$ cat src/rtl/core/motion_cycle_upload_detector_core_defines.svh
// Assertion macros shared by the motion cycle upload detector RTL.
// Included by mcud_ctrl, the module that carries concurrent assertions; no other dependencies.
`ifndef MOTION_CYCLE_UPLOAD_DETECTOR_CORE_DEFINES_SVH
`define MOTION_CYCLE_UPLOAD_DETECTOR_CORE_DEFINES_SVH
`ifndef ASSERT_OFF
// Same-cycle implication, disabled while reset is asserted.
`define MCUD_ASSERT_IMP(label, clk, rst_n, ante, cons) \
  label: assert property (@(posedge clk) disable iff (!rst_n) (ante) |-> (cons)) \
    else $error("mcud: assertion failed");
// Next-cycle implication, disabled while reset is asserted.
`define MCUD_ASSERT_NXT(label, clk, rst_n, ante, cons) \
  label: assert property (@(posedge clk) disable iff (!rst_n) (ante) |=> (cons)) \
    else $error("mcud: assertion failed");
`else
`define MCUD_ASSERT_IMP(label, clk, rst_n, ante, cons)
`define MCUD_ASSERT_NXT(label, clk, rst_n, ante, cons)
`endif
`endif

$ cat src/rtl/core/mcud_pkg.sv
// Shared constants, types and codes of the motion cycle upload detector.
// No dependencies; the RTL modules of the block use it by scoped names.
`default_nettype none

package mcud_pkg;

  // Sizes of the sample buffer and the cycle store.
  localparam int unsigned BUFFER_SAMPLES = 1600;
  localparam int unsigned MAX_CYCLES     = 54;

  localparam int unsigned IDX_W     = $clog2(MAX_CYCLES);
  localparam int unsigned CNT_W     = $clog2(MAX_CYCLES + 1);
  localparam int unsigned POS_W     = $clog2(BUFFER_SAMPLES);
  localparam int unsigned CD_W      = POS_W + 1;
  localparam int unsigned ACCEL_W   = 16;
  localparam int unsigned STAMP_W   = 32;
  localparam int unsigned TOTAL_W   = 32;
  localparam int unsigned CFG_W     = 16;
  localparam int unsigned CFG_IDX_W = 3;

  localparam logic [POS_W-1:0]        POS_LAST = POS_W'(BUFFER_SAMPLES - 1);
  localparam logic signed [CD_W-1:0]  CD_START = CD_W'(BUFFER_SAMPLES - 1);
  localparam logic [CNT_W-1:0]        CNT_MAX  = CNT_W'(MAX_CYCLES);

  // Register indexes of the configuration port.
  typedef enum logic [CFG_IDX_W-1:0] {
    CFG_DISC_THRESHOLD = 3'd0,
    CFG_MAG_THRESHOLD  = 3'd1,
    CFG_MIN_GAP        = 3'd2,
    CFG_MAX_GAP        = 3'd3,
    CFG_CRITICAL_COUNT = 3'd4,
    CFG_WAIT_FULL_MODE = 3'd5,
    CFG_ERASE_MARGIN   = 3'd6
  } cfg_idx_e;

  // Reset values of the configuration registers.
  localparam logic [CFG_W-1:0] RST_DISC_THRESHOLD = 16'd1200;
  localparam logic [CFG_W-1:0] RST_MAG_THRESHOLD  = 16'd1005;
  localparam logic [CFG_W-1:0] RST_MIN_GAP        = 16'd30;
  localparam logic [CFG_W-1:0] RST_MAX_GAP        = 16'd400;
  localparam logic [CFG_W-1:0] RST_CRITICAL_COUNT = 16'd800;
  localparam logic             RST_WAIT_FULL_MODE = 1'b1;
  localparam logic [CFG_W-1:0] RST_ERASE_MARGIN   = 16'd4;

  typedef struct packed {
    logic [CFG_W-1:0] disc_threshold;
    logic [CFG_W-1:0] mag_threshold;
    logic [CFG_W-1:0] min_gap;
    logic [CFG_W-1:0] max_gap;
    logic [CFG_W-1:0] critical_count;
    logic             wait_full_mode;
    logic [CFG_W-1:0] erase_margin;
  } cfg_t;

  // Cycle store access requests.
  typedef struct packed {
    logic                     re;
    logic [IDX_W-1:0]         addr;
  } store_rd_t;

  typedef struct packed {
    logic                     we_stamp;
    logic                     we_cd;
    logic [IDX_W-1:0]         addr;
    logic [STAMP_W-1:0]       stamp;
    logic signed [CD_W-1:0]   cd;
  } store_wr_t;

  // One result beat.
  typedef struct packed {
    logic               upload;
    logic               cycle_detected;
    logic               buffer_full;
    logic [TOTAL_W-1:0] buffers_completed;
  } result_t;

  // Sequencer states.
  typedef enum logic [2:0] {
    ST_IDLE,
    ST_WALK,
    ST_TAIL,
    ST_SUM,
    ST_DONE
  } ctrl_state_e;

endpackage

`default_nettype wire

$ cat src/rtl/core/motion_cycle_upload_detector_core.sv
// Top level of the motion cycle upload detector: handshakes and result register.
// Depends on mcud_pkg, mcud_cfg_regs, mcud_cycle_store and mcud_ctrl.
`default_nettype none

// One sample beat yields one result beat. After a sample is accepted, the
// sequencer walks the held cycles (at most 54) one store entry per cycle over
// the single read port of the cycle store, then passes the tail, sum and done
// states, and in_ready_o stays low until the sequencer is idle again.
// The final state waits while an earlier result still sits unclaimed in the
// output register; a new sample is accepted while a finished result waits.
// Configuration is written through a plain write port while the block is idle:
// the user is bound to write only then, as the block itself does not enforce it.
module motion_cycle_upload_detector_core (
  input  wire logic                            clk_i,
  input  wire logic                            rst_ni,
  input  wire logic                            cfg_we_i,
  input  wire logic [mcud_pkg::CFG_IDX_W-1:0]  cfg_idx_i,
  input  wire logic [mcud_pkg::CFG_W-1:0]      cfg_wdata_i,
  input  wire logic                            in_valid_i,
  output logic                                 in_ready_o,
  input  wire logic [mcud_pkg::ACCEL_W-1:0]    accel_i,
  input  wire logic [mcud_pkg::STAMP_W-1:0]    sample_time_i,
  output logic                                 out_valid_o,
  input  wire logic                            out_ready_i,
  output logic                                 upload_o,
  output logic                                 cycle_detected_o,
  output logic                                 buffer_full_o,
  output logic [mcud_pkg::TOTAL_W-1:0]         buffers_completed_o
);

  mcud_pkg::cfg_t      cfg;
  mcud_pkg::store_rd_t store_rd;
  mcud_pkg::store_wr_t store_wr;
  mcud_pkg::result_t   result;
  mcud_pkg::result_t   result_q;
  logic [mcud_pkg::STAMP_W-1:0]     rd_stamp;
  logic signed [mcud_pkg::CD_W-1:0] rd_cd;
  logic ctrl_idle;
  logic ctrl_done;
  logic start;
  logic out_free;
  logic out_valid_q, out_valid_d;

  mcud_cfg_regs u_cfg_regs (
    .clk_i       (clk_i),
    .rst_ni      (rst_ni),
    .cfg_we_i    (cfg_we_i),
    .cfg_idx_i   (cfg_idx_i),
    .cfg_wdata_i (cfg_wdata_i),
    .cfg_o       (cfg)
  );

  mcud_cycle_store u_cycle_store (
    .clk_i      (clk_i),
    .rd_i       (store_rd),
    .wr_i       (store_wr),
    .rd_stamp_o (rd_stamp),
    .rd_cd_o    (rd_cd)
  );

  mcud_ctrl u_ctrl (
    .clk_i      (clk_i),
    .rst_ni     (rst_ni),
    .start_i    (start),
    .accel_i    (accel_i),
    .stamp_i    (sample_time_i),
    .cfg_i      (cfg),
    .out_free_i (out_free),
    .idle_o     (ctrl_idle),
    .done_o     (ctrl_done),
    .result_o   (result),
    .rd_o       (store_rd),
    .wr_o       (store_wr),
    .rd_stamp_i (rd_stamp),
    .rd_cd_i    (rd_cd)
  );

  // Input side: a beat is taken whenever the sequencer is idle.
  assign in_ready_o = ctrl_idle;
  assign start      = in_valid_i && ctrl_idle;

  // Output register: free when empty or being drained this cycle.
  assign out_free = !out_valid_q || out_ready_i;

  always_comb begin
    out_valid_d = out_valid_q;
    if (ctrl_done) begin
      out_valid_d = 1'b1;
    end else if (out_ready_i) begin
      out_valid_d = 1'b0;
    end
  end

  always_ff @(posedge clk_i or negedge rst_ni) begin
    if (!rst_ni) begin
      out_valid_q <= 1'b0;
    end else begin
      out_valid_q <= out_valid_d;
    end
  end

  always_ff @(posedge clk_i) begin
    if (ctrl_done) begin
      result_q <= result;
    end
  end

  assign out_valid_o         = out_valid_q;
  assign upload_o            = result_q.upload;
  assign cycle_detected_o    = result_q.cycle_detected;
  assign buffer_full_o       = result_q.buffer_full;
  assign buffers_completed_o = result_q.buffers_completed;

endmodule

`default_nettype wire

$ cat src/rtl/core/mcud_cfg_regs.sv
// Configuration register file of the motion cycle upload detector.
// Depends on mcud_pkg for the register codes, reset values and cfg_t.
`default_nettype none

module mcud_cfg_regs (
  input  wire logic                            clk_i,
  input  wire logic                            rst_ni,
  input  wire logic                            cfg_we_i,
  input  wire logic [mcud_pkg::CFG_IDX_W-1:0]  cfg_idx_i,
  input  wire logic [mcud_pkg::CFG_W-1:0]      cfg_wdata_i,
  output mcud_pkg::cfg_t                       cfg_o
);

  mcud_pkg::cfg_t cfg_q, cfg_d;

  // Decode the register index; unknown indexes leave everything unchanged.
  always_comb begin
    cfg_d = cfg_q;
    if (cfg_we_i) begin
      unique case (mcud_pkg::cfg_idx_e'(cfg_idx_i))
        mcud_pkg::CFG_DISC_THRESHOLD: cfg_d.disc_threshold = cfg_wdata_i;
        mcud_pkg::CFG_MAG_THRESHOLD:  cfg_d.mag_threshold  = cfg_wdata_i;
        mcud_pkg::CFG_MIN_GAP:        cfg_d.min_gap        = cfg_wdata_i;
        mcud_pkg::CFG_MAX_GAP:        cfg_d.max_gap        = cfg_wdata_i;
        mcud_pkg::CFG_CRITICAL_COUNT: cfg_d.critical_count = cfg_wdata_i;
        mcud_pkg::CFG_WAIT_FULL_MODE: cfg_d.wait_full_mode = cfg_wdata_i[0];
        mcud_pkg::CFG_ERASE_MARGIN:   cfg_d.erase_margin   = cfg_wdata_i;
        default:                      cfg_d = cfg_q;
      endcase
    end
  end

  // Register file with its reset values.
  always_ff @(posedge clk_i or negedge rst_ni) begin
    if (!rst_ni) begin
      cfg_q.disc_threshold <= mcud_pkg::RST_DISC_THRESHOLD;
      cfg_q.mag_threshold  <= mcud_pkg::RST_MAG_THRESHOLD;
      cfg_q.min_gap        <= mcud_pkg::RST_MIN_GAP;
      cfg_q.max_gap        <= mcud_pkg::RST_MAX_GAP;
      cfg_q.critical_count <= mcud_pkg::RST_CRITICAL_COUNT;
      cfg_q.wait_full_mode <= mcud_pkg::RST_WAIT_FULL_MODE;
      cfg_q.erase_margin   <= mcud_pkg::RST_ERASE_MARGIN;
    end else begin
      cfg_q <= cfg_d;
    end
  end

  assign cfg_o = cfg_q;

endmodule

`default_nettype wire

$ cat src/rtl/core/mcud_cycle_store.sv
// Cycle store: timestamps and countdowns of the held cycles, one entry per cycle.
// Depends on mcud_pkg for the access request types and widths.
`default_nettype none

module mcud_cycle_store (
  input  wire logic                              clk_i,
  input  wire mcud_pkg::store_rd_t               rd_i,
  input  wire mcud_pkg::store_wr_t               wr_i,
  output logic [mcud_pkg::STAMP_W-1:0]           rd_stamp_o,
  output logic signed [mcud_pkg::CD_W-1:0]       rd_cd_o
);

  logic [mcud_pkg::STAMP_W-1:0]     stamp_mem [mcud_pkg::MAX_CYCLES];
  logic signed [mcud_pkg::CD_W-1:0] cd_mem    [mcud_pkg::MAX_CYCLES];
  logic [mcud_pkg::STAMP_W-1:0]     rd_stamp_q;
  logic signed [mcud_pkg::CD_W-1:0] rd_cd_q;

  // Write port, shared address for both arrays.
  always_ff @(posedge clk_i) begin
    if (wr_i.we_stamp) begin
      stamp_mem[wr_i.addr] <= wr_i.stamp;
    end
    if (wr_i.we_cd) begin
      cd_mem[wr_i.addr] <= wr_i.cd;
    end
  end

  // Registered read port.
  always_ff @(posedge clk_i) begin
    if (rd_i.re) begin
      rd_stamp_q <= stamp_mem[rd_i.addr];
      rd_cd_q    <= cd_mem[rd_i.addr];
    end
  end

  assign rd_stamp_o = rd_stamp_q;
  assign rd_cd_o    = rd_cd_q;

endmodule

`default_nettype wire

$ cat src/rtl/core/mcud_ctrl.sv
// Sequencer and shared datapath: walks the cycle store once per sample,
// ageing countdowns and summing cycle lengths, then detects and decides.
// Depends on mcud_pkg and on the assertion macros of the defines header.
`default_nettype none
`include "motion_cycle_upload_detector_core_defines.svh"

module mcud_ctrl (
  input  wire logic                          clk_i,
  input  wire logic                          rst_ni,
  input  wire logic                          start_i,
  input  wire logic [mcud_pkg::ACCEL_W-1:0]  accel_i,
  input  wire logic [mcud_pkg::STAMP_W-1:0]  stamp_i,
  input  wire mcud_pkg::cfg_t                cfg_i,
  input  wire logic                          out_free_i,
  output logic                               idle_o,
  output logic                               done_o,
  output mcud_pkg::result_t                  result_o,
  output mcud_pkg::store_rd_t                rd_o,
  output mcud_pkg::store_wr_t                wr_o,
  input  wire logic [mcud_pkg::STAMP_W-1:0]  rd_stamp_i,
  input  wire logic signed [mcud_pkg::CD_W-1:0] rd_cd_i
);

  mcud_pkg::ctrl_state_e state_q, state_d;

  // Persistent state across samples.
  logic [mcud_pkg::ACCEL_W-1:0] last_accel_q, last_accel_d;
  logic [mcud_pkg::POS_W-1:0]   buf_pos_q, buf_pos_d;
  logic [mcud_pkg::TOTAL_W-1:0] buf_total_q, buf_total_d;
  logic [mcud_pkg::CNT_W-1:0]   cnt_q, cnt_d;

  // Per-sample working registers.
  logic [mcud_pkg::ACCEL_W-1:0] accel_q, accel_d;
  logic [mcud_pkg::STAMP_W-1:0] stamp_q, stamp_d;
  logic                         sample_ok_q, sample_ok_d;
  logic                         full_q, full_d;
  logic [mcud_pkg::IDX_W-1:0]   j_q, j_d;
  logic                         found_q, found_d;
  logic [mcud_pkg::CD_W-2:0]    first_q, first_d;
  logic [mcud_pkg::STAMP_W-1:0] prev_q, prev_d;
  logic [mcud_pkg::STAMP_W-1:0] len_q, len_d;
  logic                         len_vld_q, len_vld_d;
  logic [mcud_pkg::STAMP_W-1:0] sum_q, sum_d;
  logic                         detected_q, detected_d;

  // Combinational helpers.
  logic                         walk_last;
  logic [mcud_pkg::STAMP_W-1:0] sub_a;
  logic [mcud_pkg::STAMP_W-1:0] sub_res;
  logic [mcud_pkg::ACCEL_W-1:0] abs_diff;
  logic [mcud_pkg::POS_W-1:0]   pos_next;
  logic signed [mcud_pkg::CD_W-1:0] cd_dec;
  logic                         gap_ok;
  logic                         detect;
  logic [mcud_pkg::CNT_W-1:0]   cnt_new;
  logic                         enough;
  logic                         decide;
  logic [mcud_pkg::CNT_W-1:0]   j_cnt;
  logic                         store_we;
  logic [mcud_pkg::CNT_W-1:0]   wr_addr_cnt;

  assign walk_last = (mcud_pkg::CNT_W'(j_q) + mcud_pkg::CNT_W'(1)) == cnt_q;

  // The one shared subtractor: entry length while walking, gap at the tail.
  assign sub_a   = (state_q == mcud_pkg::ST_WALK) ? rd_stamp_i : stamp_q;
  assign sub_res = sub_a - prev_q;

  assign abs_diff = (accel_i > last_accel_q) ? (accel_i - last_accel_q)
                                              : (last_accel_q - accel_i);
  assign pos_next = (buf_pos_q == mcud_pkg::POS_LAST) ? '0
                                                     : (buf_pos_q + mcud_pkg::POS_W'(1));

  // Countdowns stop at minus one.
  assign cd_dec = rd_cd_i[mcud_pkg::CD_W-1] ? rd_cd_i
                                             : (rd_cd_i - mcud_pkg::CD_W'(1));

  assign gap_ok = (cnt_q == '0) ||
                  ((sub_res >= mcud_pkg::STAMP_W'(cfg_i.min_gap)) &&
                   (sub_res <= mcud_pkg::STAMP_W'(cfg_i.max_gap)));
  assign detect = sample_ok_q && gap_ok && (cnt_q < mcud_pkg::CNT_MAX);

  // Decision terms, used in the final state.
  assign cnt_new = cnt_q + mcud_pkg::CNT_W'(detected_q);
  assign enough  = sum_q >= mcud_pkg::STAMP_W'(cfg_i.critical_count);
  always_comb begin
    decide = 1'b0;
    if (cnt_new != '0) begin
      if (cfg_i.wait_full_mode) begin
        decide = full_q;
      end else begin
        decide = found_q &&
                 (mcud_pkg::CFG_W'(first_q) == cfg_i.erase_margin);
      end
    end
  end

  // Next state.
  always_comb begin
    state_d = state_q;
    unique case (state_q)
      mcud_pkg::ST_IDLE: begin
        if (start_i) begin
          state_d = (cnt_q != '0) ? mcud_pkg::ST_WALK : mcud_pkg::ST_TAIL;
        end
      end
      mcud_pkg::ST_WALK: begin
        if (walk_last) begin
          state_d = mcud_pkg::ST_TAIL;
        end
      end
      mcud_pkg::ST_TAIL: state_d = mcud_pkg::ST_SUM;
      mcud_pkg::ST_SUM:  state_d = mcud_pkg::ST_DONE;
      mcud_pkg::ST_DONE: begin
        if (out_free_i) begin
          state_d = mcud_pkg::ST_IDLE;
        end
      end
      default: state_d = mcud_pkg::ST_IDLE;
    endcase
  end

  // Outputs: store requests and the result handshake.
  always_comb begin
    rd_o     = '0;
    wr_o     = '0;
    done_o   = 1'b0;
    idle_o   = 1'b0;
    unique case (state_q)
      mcud_pkg::ST_IDLE: begin
        idle_o  = 1'b1;
        rd_o.re = start_i && (cnt_q != '0);
      end
      mcud_pkg::ST_WALK: begin
        rd_o.re    = !walk_last;
        rd_o.addr  = j_q + mcud_pkg::IDX_W'(1);
        wr_o.we_cd = 1'b1;
        wr_o.addr  = j_q;
        wr_o.cd    = cd_dec;
      end
      mcud_pkg::ST_TAIL: begin
        wr_o.we_stamp = detect;
        wr_o.we_cd    = detect;
        wr_o.addr     = cnt_q[mcud_pkg::IDX_W-1:0];
        wr_o.stamp    = stamp_q;
        wr_o.cd       = mcud_pkg::CD_START;
      end
      mcud_pkg::ST_SUM: begin
        done_o = 1'b0;
      end
      mcud_pkg::ST_DONE: begin
        done_o = out_free_i;
      end
      default: begin
        done_o = 1'b0;
      end
    endcase
  end

  assign result_o.upload            = decide && enough;
  assign result_o.cycle_detected    = detected_q;
  assign result_o.buffer_full       = full_q;
  assign result_o.buffers_completed = buf_total_q;

  // Datapath next values.
  always_comb begin
    last_accel_d = last_accel_q;
    buf_pos_d    = buf_pos_q;
    buf_total_d  = buf_total_q;
    cnt_d        = cnt_q;
    accel_d      = accel_q;
    stamp_d      = stamp_q;
    sample_ok_d  = sample_ok_q;
    full_d       = full_q;
    j_d          = j_q;
    found_d      = found_q;
    first_d      = first_q;
    prev_d       = prev_q;
    len_d        = len_q;
    len_vld_d    = 1'b0;
    sum_d        = sum_q;
    detected_d   = detected_q;

    // Accumulate the length registered on the previous cycle.
    if (len_vld_q && (len_q != '0) && !len_q[mcud_pkg::STAMP_W-1]) begin
      sum_d = sum_q + len_q;
    end

    unique case (state_q)
      mcud_pkg::ST_IDLE: begin
        if (start_i) begin
          accel_d     = accel_i;
          stamp_d     = stamp_i;
          sample_ok_d = (abs_diff >= cfg_i.disc_threshold) &&
                        ((accel_i >= cfg_i.mag_threshold) ||
                         (last_accel_q >= cfg_i.mag_threshold));
          buf_pos_d   = pos_next;
          full_d      = (pos_next == mcud_pkg::POS_LAST);
          if (pos_next == mcud_pkg::POS_LAST) begin
            buf_total_d = buf_total_q + mcud_pkg::TOTAL_W'(1);
          end
          j_d        = '0;
          found_d    = 1'b0;
          sum_d      = '0;
          detected_d = 1'b0;
        end
      end
      mcud_pkg::ST_WALK: begin
        if (!found_q && !cd_dec[mcud_pkg::CD_W-1]) begin
          found_d = 1'b1;
          first_d = cd_dec[mcud_pkg::CD_W-2:0];
        end
        len_d     = sub_res + mcud_pkg::STAMP_W'(1);
        len_vld_d = (j_q != '0);
        prev_d    = rd_stamp_i;
        j_d       = j_q + mcud_pkg::IDX_W'(1);
      end
      mcud_pkg::ST_TAIL: begin
        detected_d = detect;
        len_d      = sub_res + mcud_pkg::STAMP_W'(1);
        len_vld_d  = detect && (cnt_q != '0);
      end
      mcud_pkg::ST_SUM: begin
        len_vld_d = 1'b0;
      end
      mcud_pkg::ST_DONE: begin
        if (out_free_i) begin
          last_accel_d = accel_q;
          cnt_d        = decide ? '0 : cnt_new;
        end
      end
      default: begin
        len_vld_d = 1'b0;
      end
    endcase
  end

  // Control state.
  always_ff @(posedge clk_i or negedge rst_ni) begin
    if (!rst_ni) begin
      state_q      <= mcud_pkg::ST_IDLE;
      last_accel_q <= '0;
      buf_pos_q    <= '0;
      buf_total_q  <= '0;
      cnt_q        <= '0;
      len_vld_q    <= 1'b0;
    end else begin
      state_q      <= state_d;
      last_accel_q <= last_accel_d;
      buf_pos_q    <= buf_pos_d;
      buf_total_q  <= buf_total_d;
      cnt_q        <= cnt_d;
      len_vld_q    <= len_vld_d;
    end
  end

  // Working registers of the current sample.
  always_ff @(posedge clk_i) begin
    accel_q     <= accel_d;
    stamp_q     <= stamp_d;
    sample_ok_q <= sample_ok_d;
    full_q      <= full_d;
    j_q         <= j_d;
    found_q     <= found_d;
    first_q     <= first_d;
    prev_q      <= prev_d;
    len_q       <= len_d;
    sum_q       <= sum_d;
    detected_q  <= detected_d;
  end

  // Terms of the checks below.
  assign j_cnt       = mcud_pkg::CNT_W'(j_q);
  assign store_we    = wr_o.we_stamp || wr_o.we_cd;
  assign wr_addr_cnt = mcud_pkg::CNT_W'(wr_o.addr);

  // The store never holds more than its capacity.
  `MCUD_ASSERT_IMP(a_cnt_range, clk_i, rst_ni, 1'b1, cnt_q <= mcud_pkg::CNT_MAX)
  // Every store write lands inside the store.
  `MCUD_ASSERT_IMP(a_wr_addr, clk_i, rst_ni, store_we, wr_addr_cnt < mcud_pkg::CNT_MAX)
  // The walk only visits held entries.
  `MCUD_ASSERT_IMP(a_walk_bound, clk_i, rst_ni, state_q == mcud_pkg::ST_WALK, j_cnt < cnt_q)
  // A delivered result returns the sequencer to idle.
  `MCUD_ASSERT_NXT(a_done_idle, clk_i, rst_ni, done_o, state_q == mcud_pkg::ST_IDLE)
  // A new sample only starts while idle.
  `MCUD_ASSERT_IMP(a_start_idle, clk_i, rst_ni, start_i, state_q == mcud_pkg::ST_IDLE)

endmodule

`default_nettype wire
$ cat config.mk
export PLATFORM = sky130hd
export DESIGN_NAME = motion_cycle_upload_detector_core
export DESIGN_NICKNAME = d
export VERILOG_FILES = /design/src/rtl/core/mcud_pkg.sv /design/src/rtl/core/motion_cycle_upload_detector_core.sv /design/src/rtl/core/mcud_cfg_regs.sv /design/src/rtl/core/mcud_cycle_store.sv /design/src/rtl/core/mcud_ctrl.sv
export VERILOG_INCLUDE_DIRS = /design/src /design/src/rtl/core
export SDC_FILE = /design/constraint.sdc
export NUM_CORES = 2
export LEC_CHECK = 0
export BUFFER_PORTS_ARGS = -buffer_cell sky130_fd_sc_hd__buf_4
export CORE_MARGIN = 8
export CORE_UTILIZATION = 50
export DETAILED_ROUTE_END_ITERATION = 7
export GPL_ROUTABILITY_DRIVEN = 0
export PLACE_DENSITY = 0.68
export SLEW_MARGIN = 10
export SYNTH_ARGS = -nofsm -noshare
export SYNTH_HDL_FRONTEND = slang
export SYNTH_SLANG_ARGS = --single-unit
$ cat constraint.sdc
create_clock -name clk_i -period 9.6 [get_ports clk_i]
set_clock_uncertainty 0.15 [all_clocks]
set_input_delay 0.96 -clock clk_i [delete_from_list [all_inputs] [get_ports clk_i]]
set_output_delay 0.96 -clock clk_i [all_outputs]
set_load 0.1 [all_outputs]
==> run summary <==
Final critical-path share of the clock period = 0.825
Die Height = 495 um
Count of distinct cell types in the synthesized netlist = 85
Final net count = 8661
Vias after detailed routing = 75230
Met3 Routed Length = 40100 um
Layout overhead on the synthesized area = 12.0%
Critical path arrival = 8330 ps
Worst-path maximum fanout = 44
TritonCTS Sinks = 2787
Sum of net half-perimeters after detailed placement = 193000 um
Overall track demand over capacity in global routing = 0.259
DRT Pass-1 Iters = 8
Synthesized cell area = 115000 um2
Place WS = 1830 ps
Total global routing overflow = 0
Core Util, Final = 0.561
Library cell used as clock root buffer = sky130_fd_sc_hd__clkbuf_16
Met2 wire length = 146000 um
Maximum vdd drop = 0.000246 V
Highest achievable clock rate = 126 MHz
Share of the yosys chip area belonging to registers = 0.720
Number of vias per cell after detailed routing = 6.47
Post-Synthesis Cells = 8416
Syn Nets = 8690
Number of max-slew violations in the final report = 0
Number of synthesized flops with an enable pin = 2588
CP Data Required Time = 10010 ps
Setup Crit Path Kind = reg -> reg
TritonCTS Buffers = 298
Final Hold Violating Endpoints = 0
Clock tree from TritonCTS = yes
Avg Cell Area, Syn = 13.6 um2
Number of global-route vias before repair = 70808
Run status = finished with violations
Transition at the pin with the smallest max-transition slack = 1280 ps
Top-level I/O count = 109
Setup repair bufs after CTS = 0
H-tree lvl count = 5
Register bit total from synthesis = 2787
Number of input and output port buffers inserted = 108
Uppermost layer routed = met5
Kind of launch point of the worst setup path = flip-flop
Core area = 229000 um2
Power Density = 339 nW/um2
1st-iter DRT viols = 11545
Initial antenna violation count = 18
Endpoints failing setup = 0
Routed length per placed instance = 28.3 um
Slack of the worst reg-to-reg path = 1680 ps
Endpoint class of the critical path = flip-flop
Setup ws final = 1680 ps
Ratio of cells with drive above 1 in the final layout = 0.103
Standby leakage power = 0.0438 uW
Number of max-cap violations = 0
Clock Path Buffers = 4
Syn. warnings = 0
Final cell count without fillers = 11629
Core Rows = 176
Failing checks = DRC
Post-synth top flop = sky130_fd_sc_hd__edfxtp_1
Share of synthesized registers carrying an async set or reset = 0.0599
Post-Route WL = 329000 um
Chip width = 495 um
Clock Latency Late Sink = 940 ps
Setup TNS Final = 0 ps
Antenna Nets Post-Route = 0
Cell Count Post-Placement = 11111
Number of remaining DRC errors = 2
Clock slew seen by the registers of the worst setup and hold paths = 60 ps
Global-route wire length before repair = 475000 um
Starting density of the core = 0.501
Hold/Removal Path Class = in -> reg
Detailed-route wire length on metal 1 = 131000 um
Minimum clock period after layout = 7920 ps
Largest net degree at the start of global routing = 180
Unrepaired setup endpoints after global routing = false
Area of the die = 245000 um2
Max-slew headroom = 0.138
Worst hold-check slack = 70.8 ps
-- stage by stage --
stage / cell area (um2) / power [uW]
after floorplan: 115000 / 25700
after global placement: 119000 / 32000
after detailed placement: 119000 / 32200
after CTS: 128000 / 43100
after global routing: 128000 / 45000
final: 128000 / 43500
-- cell usage in the layout, fill, tap and decap left out, types with 14 or more instances in the layout --
cell                        netlist  routed
sky130_fd_sc_hd__a211oi_1       145     145
sky130_fd_sc_hd__a21o_1          66      66
sky130_fd_sc_hd__a21oi_1        291     290
sky130_fd_sc_hd__a311o_1         45      45
sky130_fd_sc_hd__a311oi_1       268     268
sky130_fd_sc_hd__a31oi_1        105     104
sky130_fd_sc_hd__and3_1         146     118
sky130_fd_sc_hd__and3_4           0      16
sky130_fd_sc_hd__buf_4            0     234
sky130_fd_sc_hd__bufinv_16        0      23
sky130_fd_sc_hd__clkbuf_1       537      65
sky130_fd_sc_hd__clkbuf_16        0     306
sky130_fd_sc_hd__clkinv_1         3      60
sky130_fd_sc_hd__clkinv_2         0      43
sky130_fd_sc_hd__dfrtp_1        143     143
sky130_fd_sc_hd__dfstp_2         24      24
sky130_fd_sc_hd__dfxtp_1         32      32
sky130_fd_sc_hd__edfxtp_1      2588    2588
sky130_fd_sc_hd__ha_1           198     198
sky130_fd_sc_hd__inv_1          197     194
sky130_fd_sc_hd__mux2_2          44      44
sky130_fd_sc_hd__mux2i_1         59      59
sky130_fd_sc_hd__nand2_1       1480    1468
sky130_fd_sc_hd__nand2b_1        15      14
sky130_fd_sc_hd__nand3_1        308     308
sky130_fd_sc_hd__nand4_1         43      43
sky130_fd_sc_hd__nor2_1         154     109
sky130_fd_sc_hd__nor2_4           0      45
sky130_fd_sc_hd__nor2b_1         20      20
sky130_fd_sc_hd__nor3_1         122      67
sky130_fd_sc_hd__nor3_2           1      56
sky130_fd_sc_hd__nor4_1          29      28
sky130_fd_sc_hd__o211ai_1        50      50
sky130_fd_sc_hd__o21ai_0        359     358
sky130_fd_sc_hd__o21bai_1        20      20
sky130_fd_sc_hd__o221ai_1       259     259
sky130_fd_sc_hd__o22ai_1        318     318
sky130_fd_sc_hd__xnor2_1         99      99
sky130_fd_sc_hd__xor2_1          63      63
-- per-layer routing --
layer,track usage,vias to the layer above
li1,-,32428
met1,0.376,37270
met2,0.389,4848
met3,0.0566,682
met4,0.0898,2
met5,0,-
-- cell type report --
class / count / area [um2]
flip-flops and latches: 2787 / 82600
multi-input cells: 4852 / 30100
repair buffers: 248 / 2020
fillers: 18083 / 101000
clock buffers: 373 / 7930
clock inverters: 139 / 1270
diodes: 4 / 10.0
well taps: 3026 / 3790
inverters: 200 / 776
-- power by group --
part	total (uW)	switching (uW)	internal (uW)
combinational	16500	12100	4390
clock	11000	4580	6450
sequential	16000	448	15600
-- registers in the layout, summed over array words and instances (netlist names), 32 cells and up --
name,count
u_ctrl.sum_q,32
u_cfg_regs.cfg_o,97
u_ctrl.buf_total_q,32
u_cycle_store.stamp_mem,1728
u_ctrl.prev_q,32
u_ctrl.len_q,32
u_cycle_store.rd_stamp_o,32
buffers_completed_o,32
u_ctrl.stamp_q,32
u_cycle_store.cd_mem,648
-- critical path: stages, from the launching register on --
cell,delay (ps)
sky130_fd_sc_hd__dfrtp_1,500
sky130_fd_sc_hd__or3b_2,500
sky130_fd_sc_hd__clkinv_2,450
sky130_fd_sc_hd__mux2i_1,170
sky130_fd_sc_hd__ha_1,240
sky130_fd_sc_hd__fa_1,490
sky130_fd_sc_hd__nor2b_1,270
sky130_fd_sc_hd__o31ai_2,120
sky130_fd_sc_hd__a21oi_1,210
sky130_fd_sc_hd__o41ai_1,110
sky130_fd_sc_hd__xnor2_1,520
sky130_fd_sc_hd__ha_1,360
sky130_fd_sc_hd__nor2b_1,140
sky130_fd_sc_hd__o21ai_0,190
sky130_fd_sc_hd__a21oi_1,100
sky130_fd_sc_hd__nor2_1,130
sky130_fd_sc_hd__a21oi_1,110
sky130_fd_sc_hd__nor4b_2,250
sky130_fd_sc_hd__nand4bb_1,210
sky130_fd_sc_hd__o21ai_4,730
sky130_fd_sc_hd__nand2_2,480
sky130_fd_sc_hd__nor3_2,610
sky130_fd_sc_hd__buf_4,460
-- timing repair --
| action | in CTS | in global routing |
|---|---|---|
| hold buffers | 1 | 0 |
| endpoints found under the hold margin | 8 | 0 |
| gates resized for setup | 0 | 0 |
-- cells by family (layout without fill, tap and decap cells) --
kind of cell / Yosys count / after routing / synth area share
flops: 2787 / 2787 / 0.720
compound gates: 2006 / 2006 / 0.120
buf+inv: 777 / 960 / 0.0256
xor+xnor: 162 / 162 / 0.0124
mux: 103 / 103 / 0.00947
other cells: 0 / 4 / 0
simple gates: 2379 / 2379 / 0.0902
fa+ha+maj: 202 / 202 / 0.0223
-- synthesized netlist by cell type, drive strengths merged (143+ instances only) --
library cell / n / share of area
a311oi: 268 / 0.020
nand3: 309 / 0.014
o221ai: 259 / 0.020
nand2: 1481 / 0.048
o22ai: 318 / 0.017
dfrtp: 143 / 0.031
o21ai: 363 / 0.016
ha: 198 / 0.022
and3: 146 / 0.0080
edfxtp: 2588 / 0.68
a211oi: 145 / 0.0095
a21oi: 291 / 0.013
nor2: 154 / 0.0050
clkbuf: 537 / 0.018
inv: 197 / 0.0064
-- worst paths after layout --
kind	start	endpoint	depth (start not counted)
setup / recovery	u_ctrl.state_q[0]$_DFFE_PN0P_	u_cycle_store.stamp_mem[3][21]$_DFFE_PP_	22
hold / removal	sample_time_i[15]	u_ctrl.stamp_q[15]$_DFFE_PP_	1
setup reg to reg	u_ctrl.state_q[0]$_DFFE_PN0P_	u_cycle_store.stamp_mem[3][21]$_DFFE_PP_	22
hold reg to reg	u_cycle_store.rd_stamp_o[8]$_DFFE_PP_	u_ctrl.prev_q[8]$_DFFE_PP_	0
max in group asynchronous	rst_ni	u_cfg_regs.cfg_o[63]$_DFFE_PN0P_	3
min in group asynchronous	rst_ni	u_ctrl.buf_total_q[20]$_DFFE_PN0P_	2
(Power assumes the default switching activity.)
